===== config.mk =====
export PLATFORM = sky130hd
export DESIGN_NAME = sorted_linked_list_insert
export DESIGN_NICKNAME = d
export VERILOG_FILES = /design/src/slli_pkg.sv /design/src/sorted_linked_list_insert.sv /design/src/slli_cell.sv
export SDC_FILE = /design/constraint.sdc
export NUM_CORES = 1
export LEC_CHECK = 0
export BUFFER_PORTS_ARGS = -buffer_cell sky130_fd_sc_hd__clkbuf_2
export CORE_ASPECT_RATIO = 0.75
export CORE_MARGIN = 2
export CORE_UTILIZATION = 35
export CTS_BUF_LIST = sky130_fd_sc_hd__clkbuf_4 sky130_fd_sc_hd__clkbuf_8
export DETAILED_ROUTE_END_ITERATION = 8
export MAX_ROUTING_LAYER = met4
export PLACE_DENSITY = 0.53
export SLEW_MARGIN = 20
export SYNTH_ARGS = -nofsm -noshare
export SYNTH_HDL_FRONTEND = slang
export SYNTH_SLANG_ARGS = --single-unit

===== constraint.sdc =====
create_clock -name aclk -period 6.4 [get_ports aclk]
set_clock_uncertainty 0.2 [all_clocks]
set_input_delay 1.28 -clock aclk [delete_from_list [all_inputs] [get_ports aclk]]
set_output_delay 1.28 -clock aclk [all_outputs]
set_load 0.01 [all_outputs]

===== src/slli_pkg.sv =====
`default_nettype none

package slli_pkg;

    localparam int DATA_W = 32;

    localparam logic KIND_INSERT = 1'b0;
    localparam logic KIND_READ   = 1'b1;

    typedef enum logic [1:0] {
        STAT_INSERTED = 2'd0,
        STAT_FULL     = 2'd1,
        STAT_ELEMENT  = 2'd2,
        STAT_EMPTY    = 2'd3
    } status_t;

    typedef enum logic {
        ST_IDLE,
        ST_READ
    } state_t;

    typedef enum logic [1:0] {
        CELL_HOLD,
        CELL_INSERT,
        CELL_ROTATE
    } cell_op_t;

    typedef struct packed {
        cell_op_t op;
    } cell_ctrl_t;

    typedef struct packed {
        logic                     occ;
        logic signed [DATA_W-1:0] value;
    } cell_data_t;

    typedef struct packed {
        logic                     kind;
        logic signed [DATA_W-1:0] value;
    } in_word_t;

    typedef struct packed {
        logic [1:0]               status;
        logic signed [DATA_W-1:0] value_res;
        logic                     last;
    } out_word_t;

endpackage

`default_nettype wire


===== src/sorted_linked_list_insert.sv =====
// channel  ports              word        role
// input    s_valid/s_ready    s_data      insert a value (kind 0) or read out the list (kind 1)
// result   m_valid/m_ready    m_data      status, value_res, last
//
// On an insert every cell compares at once and the tail shifts up by one.
// A read-out rotates the cell ring NODE_COUNT times toward cell 0, one step per cycle
// when the output register is free; s_ready stays low for the whole read-out.
// Results sit in one output register; a stalled m_ready freezes the rotation.
// Reset (aresetn low, synchronous) empties the list; values need no clearing.
`default_nettype none

module sorted_linked_list_insert #(
    parameter int NODE_COUNT = 8
) (
    input  wire                 aclk,
    input  wire                 aresetn,
    input  wire                 s_valid,
    output logic                s_ready,
    input  slli_pkg::in_word_t  s_data,
    output logic                m_valid,
    input  wire                 m_ready,
    output slli_pkg::out_word_t m_data
);

    localparam int CW = $clog2(NODE_COUNT + 1);
    localparam int SW = $clog2(NODE_COUNT);

    slli_pkg::state_t     state_reg, state_next;
    logic [CW-1:0]        count_reg, count_next;
    logic [SW-1:0]        step_reg, step_next;
    logic                 m_valid_reg, m_valid_next;
    slli_pkg::out_word_t  m_data_reg, m_data_next;

    slli_pkg::cell_ctrl_t ctrl;
    slli_pkg::cell_data_t cell_q [NODE_COUNT];
    logic [NODE_COUNT-1:0] below;

    logic out_free;
    logic s_fire;
    logic is_full;

    assign out_free = !m_valid_reg || m_ready;
    assign s_fire   = s_valid && s_ready;
    assign is_full  = (count_reg == CW'(NODE_COUNT));

    assign m_valid = m_valid_reg;
    assign m_data  = m_data_reg;

    genvar gi;
    generate
        for (gi = 0; gi < NODE_COUNT; gi++) begin : g_cell
            if (gi == 0) begin : g_first
                slli_cell u_cell (
                    .aclk       (aclk),
                    .aresetn    (aresetn),
                    .ctrl       (ctrl),
                    .ins_value  (s_data.value),
                    .left_below (1'b1),
                    .shift_in   (cell_q[0]),
                    .rot_in     (cell_q[(gi + 1) % NODE_COUNT]),
                    .cell_q     (cell_q[gi]),
                    .below      (below[gi])
                );
            end else begin : g_rest
                slli_cell u_cell (
                    .aclk       (aclk),
                    .aresetn    (aresetn),
                    .ctrl       (ctrl),
                    .ins_value  (s_data.value),
                    .left_below (below[gi-1]),
                    .shift_in   (cell_q[gi-1]),
                    .rot_in     (cell_q[(gi + 1) % NODE_COUNT]),
                    .cell_q     (cell_q[gi]),
                    .below      (below[gi])
                );
            end
        end
    endgenerate

    always_ff @(posedge aclk) begin
        if (!aresetn) begin
            state_reg   <= slli_pkg::ST_IDLE;
            count_reg   <= '0;
            step_reg    <= '0;
            m_valid_reg <= 1'b0;
        end else begin
            state_reg   <= state_next;
            count_reg   <= count_next;
            step_reg    <= step_next;
            m_valid_reg <= m_valid_next;
        end
    end

    always_ff @(posedge aclk) begin
        m_data_reg <= m_data_next;
    end

    always_comb begin
        state_next   = state_reg;
        count_next   = count_reg;
        step_next    = step_reg;
        m_valid_next = m_valid_reg && !m_ready;
        m_data_next  = m_data_reg;
        ctrl.op      = slli_pkg::CELL_HOLD;
        s_ready      = 1'b0;

        case (state_reg)
            slli_pkg::ST_IDLE: begin
                s_ready = out_free && aresetn;
                if (s_fire) begin
                    m_valid_next          = 1'b1;
                    m_data_next.value_res = '0;
                    m_data_next.last      = 1'b1;
                    if (s_data.kind == slli_pkg::KIND_INSERT) begin
                        if (is_full) begin
                            m_data_next.status = slli_pkg::STAT_FULL;
                        end else begin
                            ctrl.op            = slli_pkg::CELL_INSERT;
                            count_next         = count_reg + CW'(1);
                            m_data_next.status = slli_pkg::STAT_INSERTED;
                        end
                    end else if (count_reg == '0) begin
                        m_data_next.status = slli_pkg::STAT_EMPTY;
                    end else begin
                        // first word goes out during the first rotation step
                        m_valid_next = 1'b0;
                        step_next    = '0;
                        state_next   = slli_pkg::ST_READ;
                    end
                end
            end
            slli_pkg::ST_READ: begin
                if (out_free) begin
                    ctrl.op = slli_pkg::CELL_ROTATE;
                    // occupied cells form a prefix, so they leave cell 0 first
                    if (CW'(step_reg) < count_reg) begin
                        m_valid_next          = 1'b1;
                        m_data_next.status    = slli_pkg::STAT_ELEMENT;
                        m_data_next.value_res = cell_q[0].value;
                        m_data_next.last      = (CW'(step_reg) == count_reg - CW'(1));
                    end
                    if (step_reg == SW'(NODE_COUNT - 1)) begin
                        state_next = slli_pkg::ST_IDLE;
                        step_next  = '0;
                    end else begin
                        step_next = step_reg + SW'(1);
                    end
                end
            end
            default: begin
                state_next = slli_pkg::ST_IDLE;
            end
        endcase
    end

    a_count_bound: assert property (@(posedge aclk) disable iff (!aresetn)
        count_reg <= CW'(NODE_COUNT))
        else $error("node count beyond capacity");

    a_no_accept_in_read: assert property (@(posedge aclk) disable iff (!aresetn)
        (state_reg == slli_pkg::ST_READ) |-> !s_ready)
        else $error("input taken during read-out");

    a_insert_counts: assert property (@(posedge aclk) disable iff (!aresetn)
        (s_fire && s_data.kind == slli_pkg::KIND_INSERT && !is_full)
        |=> (count_reg == $past(count_reg) + CW'(1)))
        else $error("insert did not grow the list");

    a_emit_occupied: assert property (@(posedge aclk) disable iff (!aresetn)
        (state_reg == slli_pkg::ST_READ && out_free && (CW'(step_reg) < count_reg))
        |-> cell_q[0].occ)
        else $error("read-out word from an empty cell");

endmodule

`default_nettype wire


===== src/slli_cell.sv =====
`default_nettype none

module slli_cell (
    input  wire                                   aclk,
    input  wire                                   aresetn,
    input  slli_pkg::cell_ctrl_t                  ctrl,
    input  wire logic signed [slli_pkg::DATA_W-1:0] ins_value,
    input  wire                                   left_below,
    input  slli_pkg::cell_data_t                  shift_in,
    input  slli_pkg::cell_data_t                  rot_in,
    output slli_pkg::cell_data_t                  cell_q,
    output logic                                  below
);

    logic                                occ_reg;
    logic signed [slli_pkg::DATA_W-1:0]  value_reg;
    slli_pkg::cell_data_t                data_next;

    assign cell_q.occ   = occ_reg;
    assign cell_q.value = value_reg;

    // held value sorts strictly below the incoming one
    assign below = occ_reg && (ins_value > value_reg);

    always_comb begin
        data_next = cell_q;
        case (ctrl.op)
            slli_pkg::CELL_INSERT: begin
                if (!below) begin
                    if (left_below) begin
                        data_next.occ   = 1'b1;
                        data_next.value = ins_value;
                    end else begin
                        data_next = shift_in;
                    end
                end
            end
            slli_pkg::CELL_ROTATE: begin
                data_next = rot_in;
            end
            default: begin
                data_next = cell_q;
            end
        endcase
    end

    always_ff @(posedge aclk) begin
        if (!aresetn) begin
            occ_reg <= 1'b0;
        end else begin
            occ_reg <= data_next.occ;
        end
    end

    always_ff @(posedge aclk) begin
        value_reg <= data_next.value;
    end

endmodule

`default_nettype wire

# Yosys cells after proc, flatten, opt, wreduce, memory -nomap -nowiden
# Cells that the tools add are included.
[word_totals] regBits=308 latchBits=0 ramBits=0 mem_bits_ro=0 word_cells=139 memories=0
[op_classes] addsub=3 n_mul=0 div=0 order_cmp=9 n_eq_ne=19 shift=0 mux=54 bitwise_logic=3 reduce_logical=28
[op_table] op="$pmux 33 s2" count=8
[op_table] op="$mux 33" count=15
[op_table] op="$gt 32x32->1" count=8
[op_table] op="$mux 35" count=3
[op_table] op="$pmux 35 s2" count=1
[op_table] op="$ne 2x2->1 const B" count=11
[op_table] op="$reduce_and 2->1" count=8
[op_table] op="$mux 1" count=15
[op_table] op="$mux 3" count=5
[op_table] op="$reduce_and 4->1" count=3
[op_table] op="$logic_and 1x1->1" count=11
[op_table] op="$mux 2" count=3
[op_table] op="$pmux 3 s2" count=1
[op_table] op="$add 4x1->4 const B" count=1
[op_table] op="$eq 3x4->1" count=1
[op_table] op="$eq 4x4->1 const B" count=1
[op_table] op="$logic_not 4->1" count=1
[op_table] op="$lt 3x4->1" count=1
[op_table] op="$ne 2x1->1 const B" count=2
[op_table] op="$pmux 1 s2" count=2
[op_table] op="$pmux 2 s2" count=1
[op_table] op="$sub 4x1->4 const B" count=1
[op_table] op="$add 3x1->3 const B" count=1
[op_table] op="$eq 3x3->1 const B" count=1
[op_table] op="8 further kinds" count=11

# Depth between registers and ports, before layout
# Gate-level depths: netlist of the first run.
[logic_depth] depth_word=10 depth_mapped=11 mapped_depth_nobuf=9

# Hierarchy
# Synthesis of the first run repeated with hierarchy kept, for this count alone.
[hier_totals] cells_unflattened=2327 hier_area_um2=22394.0
[by_module_without_submodules] mod="slli_cell" n_inst=8 cells_per_inst=272 area_per_inst_um2=2553.7 seq_area_each_um2=980.9
[by_module_without_submodules] mod="sorted_linked_list_insert" n_inst=1 cells_per_inst=151 area_per_inst_um2=1964.4 seq_area_each_um2=1231.2

# Least setup slack after synthesis of the first run
# No wires, ideal clock.
[synth_path] path_kind="input to register" start="input s_data[14] in the netlist's numbering" end="register g_cell[2].g_rest.u_cell.value_reg[0] in the netlist's numbering (enable)" arrival_ns=5.361 required_ns=5.734 path_slack_ns=0.374 stages=9 n_path_buf=1 cell_sequence="ha_1 -> a21oi_1 -> nand2_1 -> a22o_1 -> o41a_1 -> nor3b_2 -> clkbuf_1 -> nor2_1 -> o21ai_0"
[synth_via] elab_chain_len=4
[synth_lines] item="from (decl)" line_no="sorted_linked_list_insert.sv:19" rtl="input slli_pkg::in_word_t s_data,"
[synth_lines] item="$gt 32x32->1" line_no="slli_cell.sv:23" rtl="assign below = occ_reg && (ins_value > value_reg);"
[synth_lines] item="$logic_and 1x1->1" line_no="slli_cell.sv:23"
[synth_lines] item="$ne 2x2->1 (no source line)"
[synth_lines] item="$reduce_and 2->1 (no source line)"
[synth_lines] item="to (signal assigned)" line_no="slli_cell.sv:56" rtl="value_reg <= data_next.value;"
[synth_lines] item="to (decl)" line_no="slli_cell.sv:16" rtl="logic signed [slli_pkg::DATA_W-1:0] value_reg;"
# No other way between the ends.
# A chain may end at the register's enable or synchronous reset.

==> results of run 1 <==
metrics by stage:
step                instances  instance area [um2]  setup slack, ps
floorplan                2013                20800              374
global placement         2802                22000              864
detailed placement       2802                22100              807
CTS                      2902                23200             1520
global route             2903                23200             1360
finish                   2903                23200             1370
area by class of cell:
type                            instances  area [um2]  share of cell area (%)
Clock buffer                           85        1020                    4.40
Timing Repair Buffer                  109         648                    2.80
Sequential cell                       308        9080                    39.2
Multi-Input combinational cell       1338       10400                    44.8
Clock inverter                         15        92.6                   0.400
Inverter                              257         965                    4.16
Tap cell                              790         988                    4.27
Antenna cell                            1        2.50                  0.0108
cells by family (layout without fill, tap and decap cells):
family,Yosys count,after routing
other,0,1
flip-flops,308,308
adder cells (fa/ha/maj),264,264
AO/OA/AOI/OAI,511,511
XOR/XNOR,7,7
buffers and inverters,367,466
AND/OR/NAND/NOR,556,556
routing by layer:
metal	up-vias	wire [um]	track usage, %
met1	8901	37900	39.9
met3	160	9540	6.83
met4	0	2040	7.42
met2	1130	32100	35.7
met5	-	0	-
li1	7916	-	-
worst register-to-register path, delay by kind of cell (launching register included):
kind / cells / cell delay, ps
AOI/OAI and AO/OA: 5 / 2080
and+or+nand+nor: 2 / 930
DFF: 1 / 510
buffers and inverters: 2 / 500
adders and majority gates: 1 / 370
how the worst max path moves through the flow:
| stage | from | endpoint | slack, ps |
|---|---|---|---|
| final | s_data[15] | g_cell[1].g_rest.u_cell.value_reg[4] | 1370 |
| after global routing | s_data[15] | g_cell[1].g_rest.u_cell.value_reg[4] | 1360 |
| after CTS | s_data[15] | g_cell[1].g_rest.u_cell.value_reg[4] | 1520 |
| after detailed placement | s_data[15] | g_cell[1].g_rest.u_cell.value_reg[4] | 810 |
| after global placement | s_data[15] | g_cell[1].g_rest.u_cell.value_reg[27] | 860 |
| after floorplan | s_data[14] | g_cell[2].g_rest.u_cell.value_reg[0] | 370 |
power by group:
part | switching [W] | internal [W] | total (W)
logic | 0.000750 | 0.000365 | 0.00112
clock network | 0.000931 | 0.00105 | 0.00198
registers | 0.0000948 | 0.00236 | 0.00245
cell usage in the layout (no fill, tap or decap), drive strengths merged, types with 3 or more instances in the layout:
master,count
and4,6
nor2,36
ha,264
a221o,192
o211ai,16
clkbuf,158
dfxtp,17
or2,3
nand4,55
o31a,12
edfxtp,291
nor3b,8
xnor2,6
nand3b,6
o21ai,69
and2,37
buf,36
nor2b,13
nor4,18
a211oi,13
a21o,30
o221ai,32
a221oi,6
a21boi,10
nand3,36
nand2,128
inv,257
o41a,7
nor3,201
clkinv,14
a21oi,101
o21a,9
o22ai,3
==> flow_metrics.py, run 1 <==
metrics = {
    "status": {
        "run_status": "completed",
    },
    "power_and_ir_drop": {
        "ratio_of_total_power_to_cell_area_nw_per_um2": 239,
        "leakagePower_nw": 9.43,
        "ir_worst_vdd_mv": 0.129,
        "total_design_power_w": 0.00555,
    },
    "setup_path": {
        "path_class": "primary input to flip-flop",
        "crit_buf_inv": 2,
        "rr_endpoint": "g_cell[1].g_rest.u_cell.value_reg[4]",
        "ff2ff_setup_slack_ps": 1670,
        "cpMaxStageDelayCell": "sky130_fd_sc_hd__o21a_2",
        "timing.critical_path.cells": "clkbuf_2 > ha_1 > nand4_1 > nor4_1 > a21boi_1 > o41a_1 > o31a_2 > buf_4 > o21a_2 > a221o_1",
        "end_kind": "flip-flop",
        "critical_path_arrival_ps": 5350,
        "critPathRequiredTime_ps": 6710,
        "crit_path_max_fanout": 32,
        "rr_worst_depth": 10,
        "r2r_start": "g_cell[0].g_first.u_cell.value_reg[15]",
        "critPathTopFamily": "compound AO/OA/AOI/OAI gates",
        "cell_count_along_the_critical_path": 10,
        "cp-start-kind": "primary input",
        "critPathMaxStageDelay_ps": 900,
    },
    "global_routing": {
        "grt_use_total_pct": 27.0,
        "grt_first_pass_wirelength_um": 119000,
        "grt_max_degree": 86,
        "overflow": 0,
        "grt_antenna_before_repair": 1,
        "grt_pass1_vias": 17500,
    },
    "logic_synthesis": {
        "postSynthAreaPerCell_um2": 10.3,
        "ys_top_cells_by_count": "sky130_fd_sc_hd__edfxtp_1, sky130_fd_sc_hd__ha_1, sky130_fd_sc_hd__inv_1",
        "ys.flop_type": "sky130_fd_sc_hd__edfxtp_1",
        "synth_compound_area_share_pct": 19.3,
        "yosys.area_share.adder_pct": 15.9,
        "combinational_family_with_the_most_area_after_synthesis": "compound AO/OA/AOI/OAI gates",
        "yosys.cell_types.count": 58,
        "synth-simple-area-share_pct": 13.7,
        "yosysTopAreaCellShare_pct": 42.0,
        "synth-xor-area-share_pct": 0.295,
        "syn-cell-area_um2": 20800,
        "synth_enable_flop_cells": 291,
        "synth_area_leaders": "sky130_fd_sc_hd__edfxtp_1, sky130_fd_sc_hd__ha_1, sky130_fd_sc_hd__a221o_1",
        "synthDominantAreaCellType": "sky130_fd_sc_hd__edfxtp_1",
        "async_flop_share_pct": 0,
        "synth_seq_area_share_pct": 43.6,
        "synth.net_count": 2314,
        "synthesis.instances": 2013,
        "yosysWarningCount": 0,
        "synthMostInstantiatedCell": "sky130_fd_sc_hd__edfxtp_1",
        "synth.mux.area_fraction_pct": 0,
        "synth.ff_latch_count": 308,
    },
    "clocking": {
        "cts_tree": "yes",
        "numClockSinks": 308,
        "clockBufferDepth": 3,
        "cts_setup_buffers": 0,
        "cts_made_buffers": 55,
        "clk-insertion-delay-late_ps": 680,
        "clock_tree.htree_level_count": 2,
        "cts_hold_buffers": 0,
        "clk_transition_reported_paths_ps": 60,
        "clock_tree.root_cell": "sky130_fd_sc_hd__clkbuf_8",
        "cts-resized-gates": 0,
    },
    "die": {
        "die_height_um": 215,
        "floorplan.initialDensity_pct": 35.4,
        "die_area_um2": 61500,
        "floorplan.core_area_um2": 58900,
        "fp.dieW_um": 286,
        "io-pin-count": 74,
        "fp-row-count": 77,
    },
    "hold_path": {
        "holdCritPathClass": "flip-flop to flip-flop",
        "min_delay_path_depth": 2,
        "hold_path.startpoint": "step_reg[1]",
        "whs_endpoint": "step_reg[1]",
    },
    "cells_and_area": {
        "fin_nets": 2370,
        "final_util_pct": 39.4,
        "largest_register_ffs": 224,
        "fill_cells": 5760,
        "fraction_of_final_layout_cells_with_drive_strength_greater_than_1_pct": 11.3,
        "areaGrowthSynthToFinish_pct": 11.3,
    },
    "drt": {
        "post_drt_via_cell_ratio": 6.24,
        "ant_nets": 0,
        "routed-via-count": 18100,
        "detailedRoute.firstIterationViolations": 2303,
        "drt-wirelength-per-cell_um": 28.1,
        "dr.pass1.iters": 6,
        "postRouteWirelength_um": 81500,
        "post-route-drc-count": 0,
    },
    "timing": {
        "worst_slew_pin_slew_ps": 1180,
        "max_freq_mhz": 199,
        "setup_total_negative_slack_ps": 0,
        "rsz_0062_raised_after_global_routing": "no",
        "slew_headroom_pct": 21.5,
        "final-max-slew-violation-count": 0,
        "timing.final.setup_violations": 0,
        "finalHoldViolations": 0,
        "period_share_pct": 78.6,
        "worst_hold_slack_ps": 333,
        "period_minus_slack_ps": 5030,
    },
    "flow_run": {
        "maxCapViolations": 0,
    },
    "placement": {
        "gp_congestion": 0.953,
        "detailedPlacementHpwl_um": 55500,
        "buffer_ports.inserted": 73,
    },
}
Power figures use the tool's default switching activity.
==> run 2: changes to the inputs <==
--- a/config.mk
+++ b/config.mk
@@ -12,7 +12,7 @@
 export CTS_BUF_LIST = sky130_fd_sc_hd__clkbuf_4 sky130_fd_sc_hd__clkbuf_8
 export DETAILED_ROUTE_END_ITERATION = 8
 export MAX_ROUTING_LAYER = met4
-export PLACE_DENSITY = 0.53
+export PLACE_DENSITY = 0.55
 export SLEW_MARGIN = 20
 export SYNTH_ARGS = -nofsm -noshare
 export SYNTH_HDL_FRONTEND = slang
==> constraint.sdc (replaced) <==
create_clock -name aclk -period 4.3 [get_ports aclk]
set_clock_uncertainty 0.2 [all_clocks]
set_input_delay 0.86 -clock aclk [delete_from_list [all_inputs] [get_ports aclk]]
set_output_delay 0.86 -clock aclk [all_outputs]
set_load 0.01 [all_outputs]
==> flow_metrics.py, run 2 (synthesis gave the netlist of run 1 again) <==
metrics = {
    "setup_path": {
        "end_kind": "flip-flop",
        "rr_endpoint": "g_cell[7].g_rest.u_cell.value_reg[10]",
        "rr_worst_depth": 12,
        "critical_path_arrival_ps": 3890,
        "crit_path_max_fanout": 15,
        "cp-start-kind": "flip-flop",
        "timing.critical_path.cells": "inv_1 > ha_1 > buf_4 > a21oi_1 > nand2_1 > a21o_1 > o41a_1 > o31a_2 > buf_12 > o21a_4 > buf_12 > a221o_1",
        "crit_path_frequent_cell": "sky130_fd_sc_hd__buf_12",
        "path_class": "flip-flop to flip-flop",
        "r2r_start": "g_cell[6].g_rest.u_cell.value_reg[14]",
        "ff2ff_setup_slack_ps": 590,
        "critPathMaxStageDelay_ps": 520,
        "cpMaxStageDelayCell": "sky130_fd_sc_hd__o41a_1",
        "critPathRequiredTime_ps": 4490,
    },
    "clocking": {
        "cts-resized-gates": 0,
        "cts_setup_buffers": 0,
        "clk_transition_reported_paths_ps": 60,
        "clock_tree.root_cell": "sky130_fd_sc_hd__clkbuf_8",
        "numClockSinks": 308,
        "cts_tree": "yes",
        "clockBufferDepth": 3,
        "clk-insertion-delay-late_ps": 670,
        "clock_tree.htree_level_count": 2,
        "cts_hold_buffers": 0,
        "cts_made_buffers": 54,
    },
    "power_and_ir_drop": {
        "ir_worst_vdd_mv": 0.230,
        "total_design_power_w": 0.00830,
        "ratio_of_total_power_to_cell_area_nw_per_um2": 344,
        "leakagePower_nw": 9.93,
    },
    "global_routing": {
        "grt_max_degree": 132,
        "grt_pass1_vias": 17700,
        "grt_antenna_before_repair": 1,
        "grt_first_pass_wirelength_um": 119000,
        "grt_use_total_pct": 26.9,
        "overflow": 0,
    },
    "status": {
        "run_status": "completed",
    },
    "drt": {
        "ant_nets": 0,
        "routed-via-count": 18300,
        "dr.pass1.iters": 6,
        "drt-wirelength-per-cell_um": 27.2,
        "detailedRoute.firstIterationViolations": 2119,
        "postRouteWirelength_um": 81200,
        "post-route-drc-count": 0,
        "post_drt_via_cell_ratio": 6.14,
    },
    "timing": {
        "timing.final.setup_violations": 0,
        "period_share_pct": 86.2,
        "setup_total_negative_slack_ps": 0,
        "worst_hold_slack_ps": 293,
        "period_minus_slack_ps": 3710,
        "rsz_0062_raised_after_global_routing": "no",
        "final-max-slew-violation-count": 0,
        "slew_headroom_pct": 22.8,
        "post_route_worst_setup_slack_ps": 594,
        "finalHoldViolations": 0,
        "worst_slew_pin_slew_ps": 1160,
        "max_freq_mhz": 270,
    },
    "placement": {
        "buffer_ports.inserted": 73,
        "gp_congestion": 0.959,
        "detailedPlacementHpwl_um": 58100,
        "dpl_worst_slack_ps": 166,
    },
    "cells_and_area": {
        "final_util_pct": 41.0,
        "largest_register_ffs": 224,
        "insertedDiodeCount": 0,
        "mostFrequentLayoutCells": "sky130_fd_sc_hd__edfxtp_1, sky130_fd_sc_hd__ha_1, sky130_fd_sc_hd__inv_1",
        "fin_nets": 2452,
        "areaGrowthSynthToFinish_pct": 15.8,
        "fraction_of_final_layout_cells_with_drive_strength_greater_than_1_pct": 14.5,
        "mostFrequentLayoutCell": "sky130_fd_sc_hd__edfxtp_1",
    },
    "hold_path": {
        "hold_path.startpoint": "s_data[32]",
        "min_delay_path_depth": 2,
        "whs_endpoint": "m_data[34]",
        "holdCritPathClass": "primary input to flip-flop",
    },
    "die": {
        "fp-row-count": 77,
        "io-pin-count": 74,
        "die_area_um2": 61500,
        "die_height_um": 215,
        "fp.dieW_um": 286,
        "floorplan.initialDensity_pct": 35.4,
        "floorplan.core_area_um2": 58900,
    },
    "flow_run": {
        "maxCapViolations": 0,
    },
}
[run 2: cell types whose count changed in the layout (fill, tap and decap cells not counted), sizes merged]
cell | previous run | this run
clkinv | 14 | 15
clkinvlp | 0 | 2
diode | 1 | 0
buf | 36 | 119
clkbuf | 158 | 153
[run 2: area by class of cell]
type / count / area [um2]
fill: 5676 / 34800
clock inverter: 18 / 116
timing repair buffer: 192 / 1630
inverter: 257 / 965
clock buffer: 80 / 957
sequential: 308 / 9080
tap: 790 / 988
multi-input combinational: 1338 / 10400
[run 2: worst max path at each step]
stage,start,endpoint,slack [ps]
after floorplan,s_data[14],g_cell[2].g_rest.u_cell.value_reg[0],160
after global placement,s_data[14],g_cell[0].g_first.u_cell.value_reg[19],100
after detailed placement,s_data[14],g_cell[7].g_rest.u_cell.value_reg[11],170
after CTS,g_cell[6].g_rest.u_cell.value_reg[14],g_cell[7].g_rest.u_cell.value_reg[10],640
after global routing,g_cell[0].g_first.u_cell.value_reg[15],g_cell[1].g_rest.u_cell.value_reg[30],500
final,g_cell[6].g_rest.u_cell.value_reg[14],g_cell[7].g_rest.u_cell.value_reg[10],590
[run 2: per-stage QoR]
step,area [um2],std cells
3_3_place_gp,23000,2885
5_1_grt,24100,2983
6_report,24100,2983
4_1_cts,24100,2983
2_1_floorplan,20800,2013
3_5_place_dp,23000,2885
[run 2: worst max-delay path: cells and delay by family (launching register included)]
kind | cells | cell delay [ps]
AO/OA/AOI/OAI | 6 | 1870
buffers and inverters | 4 | 570
flip-flops | 1 | 460
adder cells (fa/ha/maj) | 1 | 240
AND/OR/NAND/NOR | 1 | 70
[run 2: per-layer routing]
metal  GRT usage [%]  part of all wire, %  up-vias
met1            39.5                   45     8960
met4            8.59                  3.1        0
met2            36.2                   40     1128
met3            5.91                   12      167
met5               -                    0        -
li1                -                    -     8063
[run 2: power by group]
group	switching (W)	internal (W)
combinational	0.00114	0.000664
sequential	0.000139	0.00351
clock	0.00137	0.00148
==> run 3: changes to the inputs <==
--- a/config.mk
+++ b/config.mk
@@ -16,4 +16,5 @@
 export SLEW_MARGIN = 20
 export SYNTH_ARGS = -nofsm -noshare
 export SYNTH_HDL_FRONTEND = slang
+export SYNTH_HIERARCHICAL = 1
 export SYNTH_SLANG_ARGS = --single-unit
==> constraint.sdc (replaced) <==
create_clock -name aclk -period 4.3 [get_ports aclk]
set_clock_uncertainty 0.2 [all_clocks]
set_input_delay 0.86 -clock aclk [delete_from_list [all_inputs] [get_ports aclk]]
set_output_delay 0.86 -clock aclk [all_outputs]
set_load 0.005 [all_outputs]
==> flow_metrics.py, run 3 <==
metrics = {
    "status": {
        "run_status": "completed",
    },
    "cells_and_area": {
        "mostFrequentLayoutCell": "sky130_fd_sc_hd__nand2_1",
        "fraction_of_final_layout_cells_with_drive_strength_greater_than_1_pct": 14.1,
        "areaGrowthSynthToFinish_pct": 16.6,
        "fin_nets": 2788,
        "largest_register_ffs": 224,
        "mostFrequentLayoutCells": "sky130_fd_sc_hd__nand2_1, sky130_fd_sc_hd__o21ai_0, sky130_fd_sc_hd__edfxtp_1",
        "insertedDiodeCount": 0,
        "finished_cell_area_um2": 26100,
    },
    "setup_path": {
        "crit_path_max_fanout": 17,
        "rr_endpoint": "g_cell[1].g_rest.u_cell/value_reg[8]",
        "critPathLaunch": "g_cell[0].g_first.u_cell/value_reg[23]",
        "critPathRequiredTime_ps": 4470,
        "rr_worst_depth": 11,
        "ff2ff_setup_slack_ps": 380,
        "r2r_start": "g_cell[0].g_first.u_cell/value_reg[23]",
        "cp-start-kind": "flip-flop",
        "end_kind": "flip-flop",
        "path_class": "flip-flop to flip-flop",
        "endpoint": "g_cell[1].g_rest.u_cell/value_reg[8]",
        "critical_path_arrival_ps": 4080,
    },
    "timing": {
        "max_freq_mhz": 255,
        "worst_slew_pin_slew_ps": 883,
        "period_share_pct": 91.1,
        "finalHoldViolations": 0,
        "period_minus_slack_ps": 3920,
        "rsz_0062_raised_after_global_routing": "no",
        "slew_headroom_pct": 40.4,
        "timing.final.setup_violations": 0,
        "worst_hold_slack_ps": 310,
        "final-max-slew-violation-count": 0,
    },
    "drt": {
        "drt-wirelength-per-cell_um": 23.1,
        "post_drt_via_cell_ratio": 5.48,
        "routed-via-count": 18600,
        "dr.pass1.iters": 6,
        "ant_nets": 0,
        "postRouteWirelength_um": 78400,
        "post-route-drc-count": 0,
        "detailedRoute.firstIterationViolations": 1984,
    },
    "die": {
        "floorplan.initialDensity_pct": 35.3,
        "die_area_um2": 66000,
        "fp.dieW_um": 296,
        "fp-row-count": 80,
        "floorplan.core_area_um2": 63500,
        "io-pin-count": 74,
        "die_height_um": 223,
    },
    "logic_synthesis": {
        "synth.net_count": 2625,
        "syn-cell-area_um2": 22400,
        "synthesis.instances": 2324,
        "postSynthAreaPerCell_um2": 9.63,
        "yosysWarningCount": 6,
    },
    "flow_run": {
        "maxCapViolations": 0,
    },
    "clocking": {
        "cts-resized-gates": 0,
        "cts_made_buffers": 56,
        "numClockSinks": 308,
        "clk-insertion-delay-late_ps": 660,
        "clock_tree.htree_level_count": 2,
        "clk_transition_reported_paths_ps": 60,
        "cts_hold_buffers": 0,
        "cts_setup_buffers": 0,
        "clockBufferDepth": 3,
        "cts_tree": "yes",
        "clock_tree.root_cell": "sky130_fd_sc_hd__clkbuf_8",
    },
    "placement": {
        "detailedPlacementHpwl_um": 56900,
        "area_post_placement_um2": 24900,
        "buffer_ports.inserted": 73,
        "gp_congestion": 0.943,
    },
    "global_routing": {
        "grt_max_degree": 66,
        "grt_antenna_before_repair": 1,
        "grt_first_pass_wirelength_um": 116000,
        "grt_use_total_pct": 24.1,
        "overflow": 0,
        "grt_pass1_vias": 18100,
    },
    "power_and_ir_drop": {
        "ir_worst_vdd_mv": 0.250,
        "ratio_of_total_power_to_cell_area_nw_per_um2": 315,
        "leakagePower_nw": 9.99,
    },
    "hold_path": {
        "holdCritPathClass": "flip-flop to flip-flop",
    },
}
run 3: worst min path at each step:
stage | startpoint | endpoint | depth (start not counted)
final | g_cell[7].g_rest.u_cell/occ_reg | g_cell[7].g_rest.u_cell/occ_reg | 2
after global routing | g_cell[7].g_rest.u_cell/occ_reg | g_cell[7].g_rest.u_cell/occ_reg | 2
after CTS | g_cell[7].g_rest.u_cell/occ_reg | g_cell[7].g_rest.u_cell/occ_reg | 2
after detailed placement | g_cell[7].g_rest.u_cell/occ_reg | g_cell[7].g_rest.u_cell/occ_reg | 2
after global placement | g_cell[7].g_rest.u_cell/occ_reg | g_cell[7].g_rest.u_cell/occ_reg | 2
after floorplan | g_cell[0].g_first.u_cell/occ_reg | g_cell[0].g_first.u_cell/occ_reg | 2
run 3: cell type report:
type | count | area [um2]
Inverter | 271 | 1020
Fill cell | 6303 | 37400
Multi-Input combinational cell | 1642 | 12100
Sequential cell | 308 | 9080
Tap cell | 861 | 1080
Timing Repair Buffer | 208 | 1670
Clock buffer | 71 | 890
Clock inverter | 27 | 268
run 3: worst max-delay path, cell delays in order, from the launching register on:
cell and delay (ps):
sky130_fd_sc_hd__edfxtp_1 700, sky130_fd_sc_hd__inv_1 100, sky130_fd_sc_hd__ha_1 340, sky130_fd_sc_hd__nand4_1 270, sky130_fd_sc_hd__nor4_2 650, sky130_fd_sc_hd__o41ai_1 230, sky130_fd_sc_hd__nor2b_1 190, sky130_fd_sc_hd__buf_4 170
sky130_fd_sc_hd__a21oi_4 250, sky130_fd_sc_hd__buf_12 240, sky130_fd_sc_hd__mux2i_1 190, sky130_fd_sc_hd__o21ai_0 100
run 3: per-layer routing:
metal / GRT usage (%) / wire [um] / up-vias
li1: - / - / 8675
met1: 35.4 / 37200 / 9032
met2: 33.2 / 32100 / 766
met3: 5.76 / 7710 / 106
met4: 5.54 / 1400 / 0
met5: - / 0 / -
run 3: report_power, final:
group          internal (W)  leakage (nW)  switching (W)
clock               0.00170         0.608        0.00136
combinational      0.000540          6.56       0.000939
sequential          0.00351          2.82       0.000152
run 3: through the flow:
stage / utilization, % / cells / setup TNS [ps] / total power [W] / setup slack (ps)
detailed placement: 39.3 / 3290 / -3260 / 0.00517 / -116
floorplan: - / 2324 / 0 / 0.00448 / 522
finish: 41.1 / 3388 / 0 / 0.00820 / 382
CTS: 41.1 / 3388 / 0 / 0.00824 / 434
global placement: 39.3 / 3290 / -323 / 0.00512 / -54.2
global route: 41.1 / 3388 / 0 / 0.00855 / 114
